File: config.mk
export PLATFORM = sky130hd
export DESIGN_NAME = infix_to_postfix_converter_flat
export DESIGN_NICKNAME = d
export VERILOG_FILES = /design/src/rtl/core/itp_pkg.sv /design/src/rtl/core/itp_channels.sv /design/src/rtl/core/infix_to_postfix_converter.sv /design/src/rtl/core/itp_ctrl.sv /design/src/rtl/core/itp_dpath.sv /design/src/flat_wrapper.sv
export SDC_FILE = /design/constraint.sdc
export NUM_CORES = 1
export LEC_CHECK = 0
export BUFFER_PORTS_ARGS = -buffer_cell sky130_fd_sc_hd__buf_2
export CORE_ASPECT_RATIO = 1.75
export CORE_UTILIZATION = 59
export CTS_CLUSTER_SIZE = 12
export DETAILED_ROUTE_END_ITERATION = 10
export PLACE_DENSITY = 0.81
export SYNTH_ARGS = -nofsm -noshare
export SYNTH_HDL_FRONTEND = slang
export SYNTH_SLANG_ARGS = --single-unit
File: constraint.sdc
create_clock -name i_clk -period 3.9 [get_ports i_clk]
set_clock_uncertainty 0.1 [all_clocks]
set_input_delay 0.39 -clock i_clk [delete_from_list [all_inputs] [get_ports i_clk]]
set_output_delay 0.39 -clock i_clk [all_outputs]
set_load 0.05 [all_outputs]
File: src/rtl/core/itp_pkg.sv
// shared types, constants and helpers of the infix to postfix converter
`default_nettype none
package itp_pkg;

    localparam int STACK_DEPTH = 16;
    localparam int CNT_W = $clog2(STACK_DEPTH + 1);
    localparam int IDX_W = (STACK_DEPTH > 1) ? $clog2(STACK_DEPTH) : 1;

    localparam logic [7:0] CHAR_ADD = 8'h2B;
    localparam logic [7:0] CHAR_SUB = 8'h2D;
    localparam logic [7:0] CHAR_MUL = 8'h2A;
    localparam logic [7:0] CHAR_DIV = 8'h2F;

    // stacked operator codes, msb set means high precedence
    typedef enum logic [1:0] {
        OP_ADD = 2'd0,
        OP_SUB = 2'd1,
        OP_MUL = 2'd2,
        OP_DIV = 2'd3
    } t_opc;

    typedef struct packed {
        logic is_op;
        t_opc code;
    } t_op;

    typedef enum logic [1:0] {
        S_IDLE  = 2'd0,
        S_WORK  = 2'd1,
        S_FLUSH = 2'd2
    } t_state;

    // controller to datapath
    typedef struct packed {
        logic load;
        logic emit_sym;
        logic pop_emit;
        logic push;
        logic set_ovf;
        logic last;
        logic clear_ovf;
    } t_cmd;

    // datapath to controller
    typedef struct packed {
        logic is_op;
        logic is_end;
        logic top_ge;
        logic empty;
        logic full;
        logic count_one;
        logic out_free;
    } t_stat;

    function automatic t_op classify(input logic [7:0] c);
        t_op r;
        r.is_op = 1'b1;
        case (c)
            CHAR_ADD: r.code = OP_ADD;
            CHAR_SUB: r.code = OP_SUB;
            CHAR_MUL: r.code = OP_MUL;
            CHAR_DIV: r.code = OP_DIV;
            default: begin
                r.is_op = 1'b0;
                r.code  = OP_ADD;
            end
        endcase
        return r;
    endfunction

    function automatic logic [7:0] op_char(input t_opc code);
        logic [7:0] r;
        case (code)
            OP_ADD:  r = CHAR_ADD;
            OP_SUB:  r = CHAR_SUB;
            OP_MUL:  r = CHAR_MUL;
            OP_DIV:  r = CHAR_DIV;
            default: r = CHAR_ADD;
        endcase
        return r;
    endfunction

endpackage
`default_nettype wire

File: src/rtl/core/itp_channels.sv
// valid/ready channel interfaces for expression characters and postfix results
`default_nettype none
interface itp_in_if;
    logic       valid;
    logic       ready;
    logic [7:0] symbol;
    logic       end_of_expression;

    modport source (output valid, output symbol, output end_of_expression, input ready);
    modport sink   (input valid, input symbol, input end_of_expression, output ready);
endinterface

interface itp_out_if;
    logic       valid;
    logic       ready;
    logic [7:0] out_symbol;
    logic       last;
    logic       overflow;

    modport source (output valid, output out_symbol, output last, output overflow, input ready);
    modport sink   (input valid, input out_symbol, input last, input overflow, output ready);
endinterface
`default_nettype wire

File: src/rtl/core/infix_to_postfix_converter.sv
// top level of the infix to postfix converter
//
// usage:
//   i_in carries one ascii character per transfer with end_of_expression
//   set on the final character. o_out carries the postfix characters, with
//   last on the final one of an expression and overflow (valid with last)
//   set when an operator was dropped because the operator stack was full.
// sequencing:
//   a character is taken in the idle state and handled in the work state.
//   every operator popped by an incoming operator or by the flush at the
//   end of an expression takes a further pass through the single pop/emit
//   path of the operator stack. a result shows on o_out in the cycle after
//   it is produced.
// reset:
//   synchronous active-low i_rst_n empties the stack, clears the overflow
//   flag and drops any pending result. stack entries themselves are not
//   cleared; only entries below the count are ever read.
// back-pressure:
//   a single output register holds the pending result; while o_out.ready is
//   low, pushing operators are still taken; a character to emit waits
`default_nettype none
module infix_to_postfix_converter (
    input  wire logic  i_clk,
    input  wire logic  i_rst_n,
    itp_in_if.sink     i_in,
    itp_out_if.source  o_out
);

    itp_pkg::t_cmd  w_cmd;
    itp_pkg::t_stat w_stat;
    logic           w_in_ready;

    // sequencer: decides per cycle whether to take, emit, pop or push
    itp_ctrl u_ctrl (
        .i_clk      (i_clk),
        .i_rst_n    (i_rst_n),
        .i_in_valid (i_in.valid),
        .i_stat     (w_stat),
        .o_cmd      (w_cmd),
        .o_in_ready (w_in_ready)
    );

    // stack, held character and output register
    itp_dpath u_dpath (
        .i_clk          (i_clk),
        .i_rst_n        (i_rst_n),
        .i_cmd          (w_cmd),
        .i_symbol       (i_in.symbol),
        .i_end          (i_in.end_of_expression),
        .i_out_ready    (o_out.ready),
        .o_stat         (w_stat),
        .o_out_valid    (o_out.valid),
        .o_out_symbol   (o_out.out_symbol),
        .o_out_last     (o_out.last),
        .o_out_overflow (o_out.overflow)
    );

    // input transfer only while the sequencer is idle
    assign i_in.ready = w_in_ready;

endmodule
`default_nettype wire

File: src/rtl/core/itp_ctrl.sv
// sequencing state machine of the infix to postfix converter
`default_nettype none
module itp_ctrl (
    input  wire logic          i_clk,
    input  wire logic          i_rst_n,
    input  wire logic          i_in_valid,
    input  wire itp_pkg::t_stat i_stat,
    output itp_pkg::t_cmd      o_cmd,
    output logic               o_in_ready
);

    itp_pkg::t_state r_state;
    itp_pkg::t_state n_state;

    always_ff @(posedge i_clk) begin
        if (!i_rst_n) begin
            r_state <= itp_pkg::S_IDLE;
        end else begin
            r_state <= n_state;
        end
    end

    always_comb begin
        n_state    = r_state;
        o_cmd      = '0;
        o_in_ready = 1'b0;
        case (r_state)
            itp_pkg::S_IDLE: begin
                o_in_ready = 1'b1;
                if (i_in_valid) begin
                    o_cmd.load = 1'b1;
                    n_state    = itp_pkg::S_WORK;
                end
            end
            itp_pkg::S_WORK: begin
                if (!i_stat.is_op) begin
                    if (i_stat.out_free) begin
                        o_cmd.emit_sym = 1'b1;
                        if (i_stat.is_end && i_stat.empty) begin
                            o_cmd.last      = 1'b1;
                            o_cmd.clear_ovf = 1'b1;
                            n_state         = itp_pkg::S_IDLE;
                        end else if (i_stat.is_end) begin
                            n_state = itp_pkg::S_FLUSH;
                        end else begin
                            n_state = itp_pkg::S_IDLE;
                        end
                    end
                end else if (i_stat.top_ge) begin
                    // pop operators of at least equal precedence
                    if (i_stat.out_free) begin
                        o_cmd.pop_emit = 1'b1;
                    end
                end else begin
                    if (i_stat.full) begin
                        o_cmd.set_ovf = 1'b1;
                    end else begin
                        o_cmd.push = 1'b1;
                    end
                    n_state = i_stat.is_end ? itp_pkg::S_FLUSH : itp_pkg::S_IDLE;
                end
            end
            itp_pkg::S_FLUSH: begin
                if (i_stat.out_free) begin
                    o_cmd.pop_emit = 1'b1;
                    if (i_stat.count_one) begin
                        o_cmd.last      = 1'b1;
                        o_cmd.clear_ovf = 1'b1;
                        n_state         = itp_pkg::S_IDLE;
                    end
                end
            end
            default: begin
                n_state = itp_pkg::S_IDLE;
            end
        endcase
    end

endmodule
`default_nettype wire

File: src/rtl/core/itp_dpath.sv
// operator stack, item register and output register of the converter
`default_nettype none
module itp_dpath (
    input  wire logic          i_clk,
    input  wire logic          i_rst_n,
    input  wire itp_pkg::t_cmd i_cmd,
    input  wire logic [7:0]    i_symbol,
    input  wire logic          i_end,
    input  wire logic          i_out_ready,
    output itp_pkg::t_stat     o_stat,
    output logic               o_out_valid,
    output logic [7:0]         o_out_symbol,
    output logic               o_out_last,
    output logic               o_out_overflow
);

    itp_pkg::t_opc              r_stack [itp_pkg::STACK_DEPTH];
    logic [itp_pkg::CNT_W-1:0]  r_count;
    logic                       r_ovf;
    logic [7:0]                 r_sym;
    logic                       r_end;
    itp_pkg::t_op               r_op;
    logic                       r_out_valid;
    logic [7:0]                 r_out_sym;
    logic                       r_out_last;
    logic                       r_out_ovf;

    logic [itp_pkg::CNT_W-1:0]  w_top_cnt;
    itp_pkg::t_opc              w_top;
    logic                       w_emit;
    logic [7:0]                 w_emit_sym;

    assign w_top_cnt = r_count - itp_pkg::CNT_W'(1);
    assign w_top     = r_stack[w_top_cnt[itp_pkg::IDX_W-1:0]];
    assign w_emit    = i_cmd.emit_sym | i_cmd.pop_emit;
    assign w_emit_sym = i_cmd.emit_sym ? r_sym : itp_pkg::op_char(w_top);

    always_comb begin
        o_stat.is_op     = r_op.is_op;
        o_stat.is_end    = r_end;
        // high precedence on the stack always pops, low only pops low
        o_stat.top_ge    = (r_count != '0) && (w_top[1] || !r_op.code[1]);
        o_stat.empty     = (r_count == '0);
        o_stat.full      = (r_count == itp_pkg::CNT_W'(itp_pkg::STACK_DEPTH));
        o_stat.count_one = (r_count == itp_pkg::CNT_W'(1));
        o_stat.out_free  = !r_out_valid || i_out_ready;
    end

    always_ff @(posedge i_clk) begin
        if (i_cmd.load) begin
            r_sym <= i_symbol;
            r_end <= i_end;
            r_op  <= itp_pkg::classify(i_symbol);
        end
        if (i_cmd.push) begin
            r_stack[r_count[itp_pkg::IDX_W-1:0]] <= r_op.code;
        end
        if (w_emit) begin
            r_out_sym  <= w_emit_sym;
            r_out_last <= i_cmd.last;
            r_out_ovf  <= i_cmd.last & r_ovf;
        end
    end

    always_ff @(posedge i_clk) begin
        if (!i_rst_n) begin
            r_count     <= '0;
            r_ovf       <= 1'b0;
            r_out_valid <= 1'b0;
        end else begin
            if (i_cmd.push) begin
                r_count <= r_count + itp_pkg::CNT_W'(1);
            end else if (i_cmd.pop_emit) begin
                r_count <= w_top_cnt;
            end
            if (i_cmd.clear_ovf) begin
                r_ovf <= 1'b0;
            end else if (i_cmd.set_ovf) begin
                r_ovf <= 1'b1;
            end
            if (w_emit) begin
                r_out_valid <= 1'b1;
            end else if (i_out_ready) begin
                r_out_valid <= 1'b0;
            end
        end
    end

    assign o_out_valid    = r_out_valid;
    assign o_out_symbol   = r_out_sym;
    assign o_out_last     = r_out_last;
    assign o_out_overflow = r_out_ovf;

endmodule
`default_nettype wire

File: src/flat_wrapper.sv
// flat-port wrapper written by rule: the top's interface ports become plain ports
module infix_to_postfix_converter_flat 
  (i_clk, i_rst_n, i_in_valid, i_in_symbol, i_in_end_of_expression, i_in_ready, o_out_valid, o_out_out_symbol, o_out_last, o_out_overflow, o_out_ready);
  itp_in_if i_in_i ();
  itp_out_if o_out_i ();
  input  wire logic i_clk;
  input  wire logic i_rst_n;
  input wire logic [$bits(i_in_i.valid)-1:0] i_in_valid;
  input wire logic [$bits(i_in_i.symbol)-1:0] i_in_symbol;
  input wire logic [$bits(i_in_i.end_of_expression)-1:0] i_in_end_of_expression;
  output wire logic [$bits(i_in_i.ready)-1:0] i_in_ready;
  output wire logic [$bits(o_out_i.valid)-1:0] o_out_valid;
  output wire logic [$bits(o_out_i.out_symbol)-1:0] o_out_out_symbol;
  output wire logic [$bits(o_out_i.last)-1:0] o_out_last;
  output wire logic [$bits(o_out_i.overflow)-1:0] o_out_overflow;
  input wire logic [$bits(o_out_i.ready)-1:0] o_out_ready;
  assign i_in_i.valid = i_in_valid;
  assign i_in_i.symbol = i_in_symbol;
  assign i_in_i.end_of_expression = i_in_end_of_expression;
  assign i_in_ready = i_in_i.ready;
  assign o_out_valid = o_out_i.valid;
  assign o_out_out_symbol = o_out_i.out_symbol;
  assign o_out_last = o_out_i.last;
  assign o_out_overflow = o_out_i.overflow;
  assign o_out_i.ready = o_out_ready;
  infix_to_postfix_converter u_core (.i_clk(i_clk), .i_rst_n(i_rst_n), .i_in(i_in_i), .o_out(o_out_i));
endmodule
* Yosys cells after proc, flatten, opt, wreduce, memory -nomap -nowiden
Memories as Yosys holds them, arrays and structs flattened.
Cells that the tools add are included.
W data, S select, Z words.
** Storage, ports and cells
- Register bits after elaboration :: 31
- Memory bits (writable) :: 32
- Bits of input ports :: 13
- Output and inout port bits :: 12
- Logic and storage cells :: 86
- Memories :: 1
** Operators by class
- Add/sub/neg operators :: 2
- Equality and inequality tests :: 16
- Muxes and demuxes :: 38
- Bitwise logic cells :: 3
- Reduce and logical (&&, ||, !) cells :: 15
** Memories
- u_core.u_dpath.r_stack :: depth 16, width 2, read ports 1, clocked after Yosys merged registers in 0, write ports 1, line itp_dpath.sv:17 : itp_pkg::t_opc r_stack [itp_pkg::STACK_DEPTH];
** Operator list (count)
- $eq A8 B6 Y1 const B :: 4
- $pmux W8 S4 :: 1
- $mux W2 :: 15
- $mux W1 :: 14
- $pmux W2 S3 :: 2
- $mux W5 :: 2
- $mux W8 :: 1
- $eq A2 B2 Y1 const B :: 3
- $ne A2 B2 Y1 const B :: 3
- $ne A3 B3 Y1 const B :: 2
- $add A5 B1 Y5 const B :: 1
- $eq A5 B1 Y1 const B :: 1
- $eq A5 B5 Y1 const B :: 1
- $logic_not A5 Y1 :: 1
- $reduce_and A5 Y1 :: 1
- $reduce_bool A5 Y1 :: 1
- $sub A5 B1 Y5 const B :: 1
- $eq A2 B1 Y1 const B :: 2
- $logic_not A2 Y1 :: 2
- $pmux W2 S2 :: 1
- $reduce_bool A2 Y1 :: 2
- $reduce_or A4 Y1 :: 1
- $mux W3 :: 1
- $logic_and A1 B1 Y1 :: 2
- 7 further kinds :: 9

* Longest topological paths before layout
Gate-level depths: netlist (run 1).
An unclocked memory read counts as a cell.
- Depth in word-level cells :: 9
- Gate-level depth with buffers :: 11
- Mapped depth without buffers :: 8

* By module
From an unflattened synthesis (run 1), not the netlist that was laid out.
** Unflattened totals
- Cells, all modules :: 255
- Area, all modules :: 3166.8 µm²
** By module, submodules not included
- itp_dpath :: times used 1, cells each 221, area an instance 2910.3 µm², seq. area each 1761.7 µm²
- itp_ctrl :: times used 1, cells each 34, area an instance 256.5 µm², seq. area each 40.0 µm²

* Least setup slack after synthesis (run 1)
OpenSTA, ideal clock, no wires.
- Path type :: flip-flop to flip-flop
- Start point :: register u_core.u_dpath.r_count[0] (netlist name)
- End point :: register u_core.u_dpath.r_out_last (netlist: u_core.u_dpath.o_out_last) (enable)
- Library setup time :: 317 ps
- Data arrival time :: 2810 ps
- Required time :: 3483 ps
- Slack :: 673 ps
- Cell stages (with the launch flop) :: 11
- Path buffers :: 3
- Period minus slack after synthesis :: 3227 ps
- Cell sequence :: dfxtp_1 -> buf_6 -> buf_2 -> inv_1 -> ha_1 -> clkbuf_1 -> mux4_2 -> mux2_4 -> o22a_4 -> a32oi_4 -> nand2_1
** Between the ends
- Word-level cells in the longest chain between the ends :: 8
- Elaborated cells between the ends (all ways) :: 9
- Classes of those cells :: add/sub: 1; mux: 3; bitwise: 1; reduce/logical: 3; memory: 1
** RTL lines
- start, declared :: line itp_dpath.sv:18 : logic [itp_pkg::CNT_W-1:0] r_count;
- start signal, assigned :: line itp_dpath.sv:72 : r_count <= r_count + itp_pkg::CNT_W'(1);
- start signal, assigned :: line itp_dpath.sv:74 : r_count <= w_top_cnt;
- $sub A5 B1 Y5 :: line itp_dpath.sv:33 : assign w_top_cnt = r_count - itp_pkg::CNT_W'(1);
- $mem_v2 Z16 W2
- $logic_or A1 B1 Y1 :: line itp_dpath.sv:42 : o_stat.top_ge = (r_count != '0) && (w_top[1] || !r_op.code[1]);
- $logic_and A1 B1 Y1 * :: line itp_dpath.sv:42
- $mux W1 * :: line itp_ctrl.sv:49 : end else if (i_stat.top_ge) begin
- $mux W3 * :: line itp_ctrl.sv:36 : if (!i_stat.is_op) begin
- $pmux W1 S2 * :: line itp_ctrl.sv:27 : case (r_state)
- $or A1 B1 Y1 * :: line itp_dpath.sv:35 : assign w_emit = i_cmd.emit_sym | i_cmd.pop_emit;
- net u_core.u_dpath.w_emit :: line itp_dpath.sv:30 : logic w_emit;
- end signal, assigned :: line itp_dpath.sv:60 : r_out_last <= i_cmd.last;
- end, declared :: line itp_dpath.sv:25 : logic r_out_last;
The timed path passes the listed nets; every way through them passes the cells marked *.
A chain may end at the register's enable or synchronous reset.

* Worst setup path in the final report (run 1)
- Start point :: register u_core.u_dpath.r_count[1] (netlist name)
- End point :: memory u_core.u_dpath.r_stack[6][0] (netlist name) (enable)
** Between the ends
- Word-level cells in the longest chain between the ends :: 9
- Elaborated cells between the ends (all ways) :: 12
- Classes of those cells :: add/sub: 1; eq/ne: 1; mux: 6; reduce/logical: 3; memory: 1
** RTL lines
- $sub A5 B1 Y5 :: line itp_dpath.sv:33
- $mem_v2 Z16 W2
- $logic_or A1 B1 Y1 :: line itp_dpath.sv:42
- $logic_and A1 B1 Y1 :: line itp_dpath.sv:42
- $mux W2 :: line itp_ctrl.sv:49
- $mux W3 :: line itp_ctrl.sv:36
- $mux W2 :: line itp_ctrl.sv:27
- $mux W1 :: line itp_dpath.sv:55 : if (i_cmd.push) begin
- $mux W1 (not written as such) :: line itp_dpath.sv:56 : r_stack[r_count[itp_pkg::IDX_W-1:0]] <= r_op.code;
- end, declared :: line itp_dpath.sv:17
Parallel ways exist; a longest one is shown, timed or not.

==> flow_metrics.env, run 1 <==
export IMPL_power_density_nw_per_um2=445
export IMPL_htreeDepth=3
export IMPL_gp_congestion=0.899
export IMPL_drt_pass1_iterations=4
export IMPL_path_clk_slew_ns=0.07
export IMPL_root_buffer="clkbuf_8"
export IMPL_dieHeight_microns=96.5
export IMPL_max_slew_worst_pin_slew_ns=0.614
export IMPL_clk_latency_ns=0.35
export IMPL_final_setup_viol_count=0
export IMPL_period_share_pct=83.2
export IMPL_p_sw_share_pct=28.1
export IMPL_final_util_pct=67.7
export IMPL_synth_cells=222
export IMPL_worstHoldPathType="in2reg"
export IMPL_synthTopCellsByArea="edfxtp_1, dfxtp_1, mux4_2"
export IMPL_drive_gt1_share_pct=22.8
export IMPL_switching_power_uw=418
export IMPL_grt_max_degree=21
export IMPL_critPathSlowestCell="ha_1"
export IMPL_fin_crit_ns=3.25
export IMPL_final_cells=308
export IMPL_syn_area_per_cell_sq_um=13.5
export IMPL_layout_commonest_cell="edfxtp_1"
export IMPL_tns_ns=0
export IMPL_status="complete, no violations"
export IMPL_hold_viol_final=0
export IMPL_synth_seq_cells=63
export IMPL_synth_edff_count=54
export IMPL_grt_pass1_wl_microns=9110
export IMPL_nets=270
export IMPL_p_leak_uw=0.00121
export IMPL_cts_tree="built"
export IMPL_cp_arrival_ns=3.16
export IMPL_final_antenna_net_count=0
export IMPL_vias_per_cell=6.19
export IMPL_max_freq_ghz=0.308
export IMPL_cp_top_family="multiplexers"
export IMPL_end_kind="flip-flop"
export IMPL_slew_viol_final=0
export IMPL_io_pins=25
export IMPL_cts_setup_buffers=0
export IMPL_rsz0062_at_grt="no"
export IMPL_critPathMaxFanout=10
export IMPL_synth_nets=243
export IMPL_crit_type="reg2reg"
export IMPL_cts_buffers=9
export IMPL_fillerInstances=354
export IMPL_synthArstFlopShare_pct=0
export IMPL_path_cells="inv_1 -> ha_1 -> mux4_2 -> mux2_4 -> o22ai_1 -> nand3_1 -> nor3b_1"
export IMPL_cts_hold_fix_buffers=0
export IMPL_grt_pass1_vias=1916
export IMPL_hold_slack_ns=0.118
export IMPL_dieArea_sq_um=5400
export IMPL_synth_distinct_cells=51
export IMPL_seq_power_share_pct=52.1
export IMPL_yosysTopAreaCellShare_pct=53.9
export IMPL_gr_usage_all_layers_pct=23.9
export IMPL_yosysSeqAreaShare_pct=59.9
export IMPL_relSlewSlack_pct=59.1
export IMPL_cts_sinks=63
export IMPL_drc=0
export IMPL_maxCapViolCount=0
export IMPL_num_antenna_cells=0
export IMPL_crit_buf_inv=1
export IMPL_clockBufferDepth=2
export IMPL_avgRoutedWirePerCell_microns=18.8
export IMPL_overflow=0
export IMPL_dr_first_iter_drc_count=81
export IMPL_synth_flop_cell="edfxtp_1"
export IMPL_initial_core_util_pct=61.0
export IMPL_ys_warn_count=0
export IMPL_hpwlAfterDp_microns=4310
export IMPL_vias=1905
export IMPL_p_int_uw=1070
export IMPL_mostFrequentLayoutCells="edfxtp_1, buf_2, nor2_1, nand2_1, and3_1"
export IMPL_rows=34
export IMPL_clkPwrFrac_pct=34.3
export IMPL_dpl_cell_count=292
export IMPL_antenna_found_initial=0
export IMPL_yosys_area_top_type="edfxtp_1"
export IMPL_cp_start_kind="flip-flop"
export IMPL_p_comb_share_pct=13.6
export IMPL_core_sq_um=4930
export IMPL_routed_wirelength_microns=5800
export IMPL_netlist_area_sq_um=3010
export IMPL_vdd_drop_max_mv=0.395
export IMPL_worstPathRequired_ns=3.81
export IMPL_areaGrowthSynthToFinish_pct=11.1
export IMPL_cts_repair_resized=0
export IMPL_die_w_microns=56.0
export IMPL_cpPeakStageDelay_ns=0.53
export IMPL_portBuffers=24
logic make-up (layout without fill, tap and decap cells):
logic type | Yosys count | after routing | share of synthesized area [%]
compound gates | 29 | 29 | 8.69
xor+xnor | 2 | 2 | 0.582
fa+ha+maj | 8 | 8 | 3.33
buf+inv | 18 | 50 | 2.54
flops | 63 | 63 | 59.9
mux | 17 | 17 | 9.23
simple gates | 85 | 85 | 15.7
final timing paths:
path	from	endpoint	slack (ns)	cells after the start
worst max register to register	u_core.u_dpath.r_count[1]$_SDFFE_PN0P_	u_core.u_dpath.r_stack[6][0]$_DFFE_PP_	0.65	7
worst max-delay path	u_core.u_dpath.r_count[1]$_SDFFE_PN0P_	u_core.u_dpath.r_stack[6][0]$_DFFE_PP_	0.65	7
worst min register to register	u_core.u_dpath.r_sym[5]$_DFFE_PP_	u_core.u_dpath.o_out_symbol[5]$_SDFFCE_PN1P_	0.40	1
worst min-delay path	i_in_end_of_expression	u_core.u_dpath.r_end$_DFFE_PP_	0.12	1
synthesized netlist by cell type, types with 4 or more instances:
library cell / count
edfxtp_1: 54
nand2_1: 15
nor2_1: 15
and3_1: 11
and2_1: 9
dfxtp_1: 9
inv_1: 9
ha_1: 8
mux4_2: 8
clkbuf_1: 7
mux2i_1: 6
nand2b_1: 6
nor3_1: 6
a21oi_1: 5
nand3_1: 4
nor3b_1: 4
routing by layer:
metal  up-vias  global-route usage, %  part of all wire (%)
li1        917                      -                     -
met1       918                   22.9                    35
met2        61                   46.0                    59
met3         9                   6.92                   5.2
met4         0                   11.2                   1.6
met5         -                      0                     0
registers in the layout (all words and copies together), names as in the netlist, 2 cells and up:
name / cells
u_core.u_ctrl.r_state: 2
u_core.u_dpath.o_out_symbol: 8
u_core.u_dpath.r_sym: 8
u_core.u_dpath.r_count: 5
u_core.u_dpath.r_op: 2
u_core.u_dpath.r_stack: 32
area by class of cell:
type | instances | area, sq um | share of cell area [%]
clock inverter | 7 | 57.6 | 1.72
inverter | 9 | 33.8 | 1.01
multi-input combinational | 141 | 1130 | 33.8
sequential | 63 | 1800 | 53.9
timing repair buffer | 25 | 128 | 3.82
clock buffer | 9 | 124 | 3.71
tap | 54 | 67.6 | 2.02
power by group through the flow:
| stage | Sequential [uW] | Combinational (uW) | Clock [uW] |
|---|---|---|---|
| 6_report | 774 | 202 | 510 |
| 5_1_grt | 776 | 218 | 547 |
| 3_3_place_gp | 788 | 197 | 0 |
| 3_5_place_dp | 789 | 201 | 0 |
| 4_1_cts | 774 | 202 | 517 |
| 2_1_floorplan | 807 | 132 | 0 |
stage by stage:
step,area (sq um),setup slack (ns),total power [uW]
finish,3340,0.654,1490
global route,3340,0.452,1540
CTS,3340,0.685,1490
detailed placement,3160,0.700,990
global placement,3160,0.808,985
floorplan,3010,0.673,940
Note: power is estimated with default switching activity, not from simulation.
==> inputs of run 2 (changes only) <==
Settings changed: ABC_AREA set to 1.
Clock period 3.9 ns to 3 ns, I/O delays scaled along.
==> run 2 against run 1 <==
Against the previous run:
- utilization up 1.5 points
- combinational power rose to 9.2 times the previous value
- largest cell class unchanged
- power rose to 2.6 times the previous value
- hold slack worse by 0.092 ns
- cell area up 2.3%
- sequential power up 65%
- critical endpoint is now u_core.u_dpath.o_out_symbol[2]$_DFFE_PP_
- cell count up 28%
- critical path depth up 4
- register-to-register slack worse by 0.30 ns
- clock power up 59%
- count of clock-buffer cells in the layout unchanged
==> flow_metrics.env, run 2 <==
export IMPL_finalPower_uw=3940
export IMPL_path_clk_slew_ns=0.07
export IMPL_drc=0
export IMPL_dpl_cell_area_sq_um=3200
export IMPL_dieHeight_microns=96.8
export IMPL_seq_power_share_pct=32.5
export IMPL_maxCapViolCount=0
export IMPL_fin_crit_ns=2.65
export IMPL_mostFrequentLayoutCells="nand2_1, edfxtp_1, inv_1, nand3_1, nor2_1"
export IMPL_grt_busiest_layer="met2"
export IMPL_avgRoutedWirePerCell_microns=16.7
export IMPL_final_setup_viol_count=0
export IMPL_synth_seq_cells=63
export IMPL_power_density_nw_per_um2=1150
export IMPL_synth_flop_cell="edfxtp_1"
export IMPL_crit_type="reg2reg"
export IMPL_vias=2238
export IMPL_grt_pass1_wl_microns=10300
export IMPL_max_slew_worst_pin_slew_ns=0.605
export IMPL_p_int_uw=2170
export IMPL_drive_gt1_share_pct=20.0
export IMPL_clockBufferDepth=2
export IMPL_grt_max_degree=21
export IMPL_hpwlAfterDp_microns=4910
export IMPL_period_share_pct=88.3
export IMPL_rsz0062_at_grt="no"
export IMPL_synth_distinct_cells=31
export IMPL_ys_warn_count=0
export IMPL_num_antenna_cells=0
export IMPL_overflow=0
export IMPL_cts_tree="built"
export IMPL_p_comb_share_pct=46.9
export IMPL_clk_latency_ns=0.34
export IMPL_netlist_area_sq_um=3030
export IMPL_die_w_microns=56.2
export IMPL_vias_per_cell=5.68
export IMPL_htreeDepth=3
export IMPL_root_buffer="clkbuf_8"
export IMPL_portBuffers=24
export IMPL_yosys_area_top_type="edfxtp_1"
export IMPL_status="complete, no violations"
export IMPL_rows=34
export IMPL_synth_edff_count=54
export IMPL_io_pins=25
export IMPL_initial_core_util_pct=61.4
export IMPL_antenna_found_initial=0
export IMPL_synthTopCellsByArea="edfxtp_1, nand2_1, dfxtp_1"
export IMPL_dr_first_iter_drc_count=100
export IMPL_dieArea_sq_um=5440
export IMPL_cts_sinks=63
export IMPL_cts_hold_fix_buffers=0
export IMPL_grtUsageMet2_pct=48.7
export IMPL_routed_wirelength_microns=6560
export IMPL_max_freq_ghz=0.377
export IMPL_synthArstFlopShare_pct=0
export IMPL_critPathMaxFanout=11
export IMPL_end_kind="flip-flop"
export IMPL_vdd_drop_max_mv=0.916
export IMPL_grtUsageMet1_pct=23.3
export IMPL_syn_area_per_cell_sq_um=10.0
export IMPL_p_sw_share_pct=44.9
export IMPL_slew_viol_final=0
export IMPL_relSlewSlack_pct=59.7
export IMPL_nets=356
export IMPL_use_met3_pct=6.28
export IMPL_core_sq_um=4930
export IMPL_tns_ns=0
export IMPL_cts_setup_buffers=0
export IMPL_synth_nets=323
export IMPL_synth_cells=302
export IMPL_worstPathRequired_ns=2.88
export IMPL_final_antenna_net_count=0
export IMPL_layout_commonest_cell="nand2_1"
export IMPL_gr_usage_all_layers_pct=26.0
export IMPL_fillerInstances=386
export IMPL_hold_slack_ns=0.0262
export IMPL_yosys_top_cells_count="nand2_1, edfxtp_1, inv_1, nand3_1, nor2_1"
export IMPL_drt_pass1_iterations=4
export IMPL_hold_viol_final=0
export IMPL_yosysSeqAreaShare_pct=59.5
export IMPL_largest_reg_flops=32
export IMPL_yosysTopAreaCellShare_pct=53.5
export IMPL_clkPwrFrac_pct=20.6
export IMPL_yosys_cell_count_top_type="nand2_1"
export IMPL_gp_congestion=0.996
export IMPL_stdcell_area_sq_um=3420
export IMPL_cp_start_kind="flip-flop"
export IMPL_cts_repair_resized=0
export IMPL_switching_power_uw=1770
export IMPL_p_leak_uw=0.00141
export IMPL_cp_arrival_ns=2.53
export IMPL_areaGrowthSynthToFinish_pct=12.8
export IMPL_grt_pass1_vias=2277
export IMPL_worstHoldPathType="in2reg"
export IMPL_cts_buffers=9
## run 2: per-stage QoR
stage	worst slack [ns]	util [%]	std cells
after global placement	0.508	64.8	378
after CTS	0.414	69.3	394
after detailed placement	0.416	64.8	378
after global routing	0.186	69.3	394
final	0.351	69.3	394
after floorplan	0.303	-	302
## run 2: kinds of logic after synthesis
kind of cell             share of synthesized area, %
flip-flops                                       59.5
AND/OR/NAND/NOR                                  23.1
AO/OA/AOI/OAI                                    4.50
buffers and inverters                            7.43
adder cells (fa/ha/maj)                          3.30
XOR/XNOR                                         2.23
## run 2: cell type report
type | count | area (sq um) | area share, %
clock buffers | 9 | 124 | 3.62
well taps | 54 | 67.6 | 1.98
multi-input cells | 188 | 1000 | 29.4
clock inverters | 7 | 97.6 | 2.86
inverters | 44 | 166 | 4.87
repair buffers | 29 | 158 | 4.61
flip-flops and latches | 63 | 1800 | 52.7
## run 2: worst max-delay path, cell delays in order (launching register included)
cell,delay (ns)
dfxtp_1,0.40
inv_1,0.13
ha_1,0.33
buf_4,0.17
nand3_1,0.08
nand3_1,0.11
nand3_2,0.12
nand3_4,0.10
nand3_2,0.13
nand2_2,0.10
nand2_2,0.10
nand2_1,0.41
## run 2: power groups by stage
stage          registers (uW)  clock network (uW)  logic, uW
2_1_floorplan            1420                   0       1260
3_3_place_gp             1290                   0       1770
3_5_place_dp             1290                   0       1810
4_1_cts                  1280                 819       1820
5_1_grt                  1290                 849       2020
6_report                 1280                 809       1850
## run 2: worst paths after layout
check                                         start                                        to  slack (ns)  depth (start not counted)
max          u_core.u_dpath.r_count[1]$_SDFFE_PN0P_  u_core.u_dpath.o_out_symbol[2]$_DFFE_PP_        0.35                         11
max reg2reg  u_core.u_dpath.r_count[1]$_SDFFE_PN0P_  u_core.u_dpath.o_out_symbol[2]$_DFFE_PP_        0.35                         11
min reg2reg   u_core.u_ctrl.r_state[0]$_SDFFE_PN0P_     u_core.u_ctrl.r_state[0]$_SDFFE_PN0P_        0.39                          2
min                          i_in_end_of_expression            u_core.u_dpath.r_end$_DFFE_PP_        0.03                          1
## run 2: per-layer routing
layer  part of all wire (%)  wire, microns
met5                      0              0
met4                    5.2            342
met3                    4.8            315
met2                     57           3740
met1                     33           2170
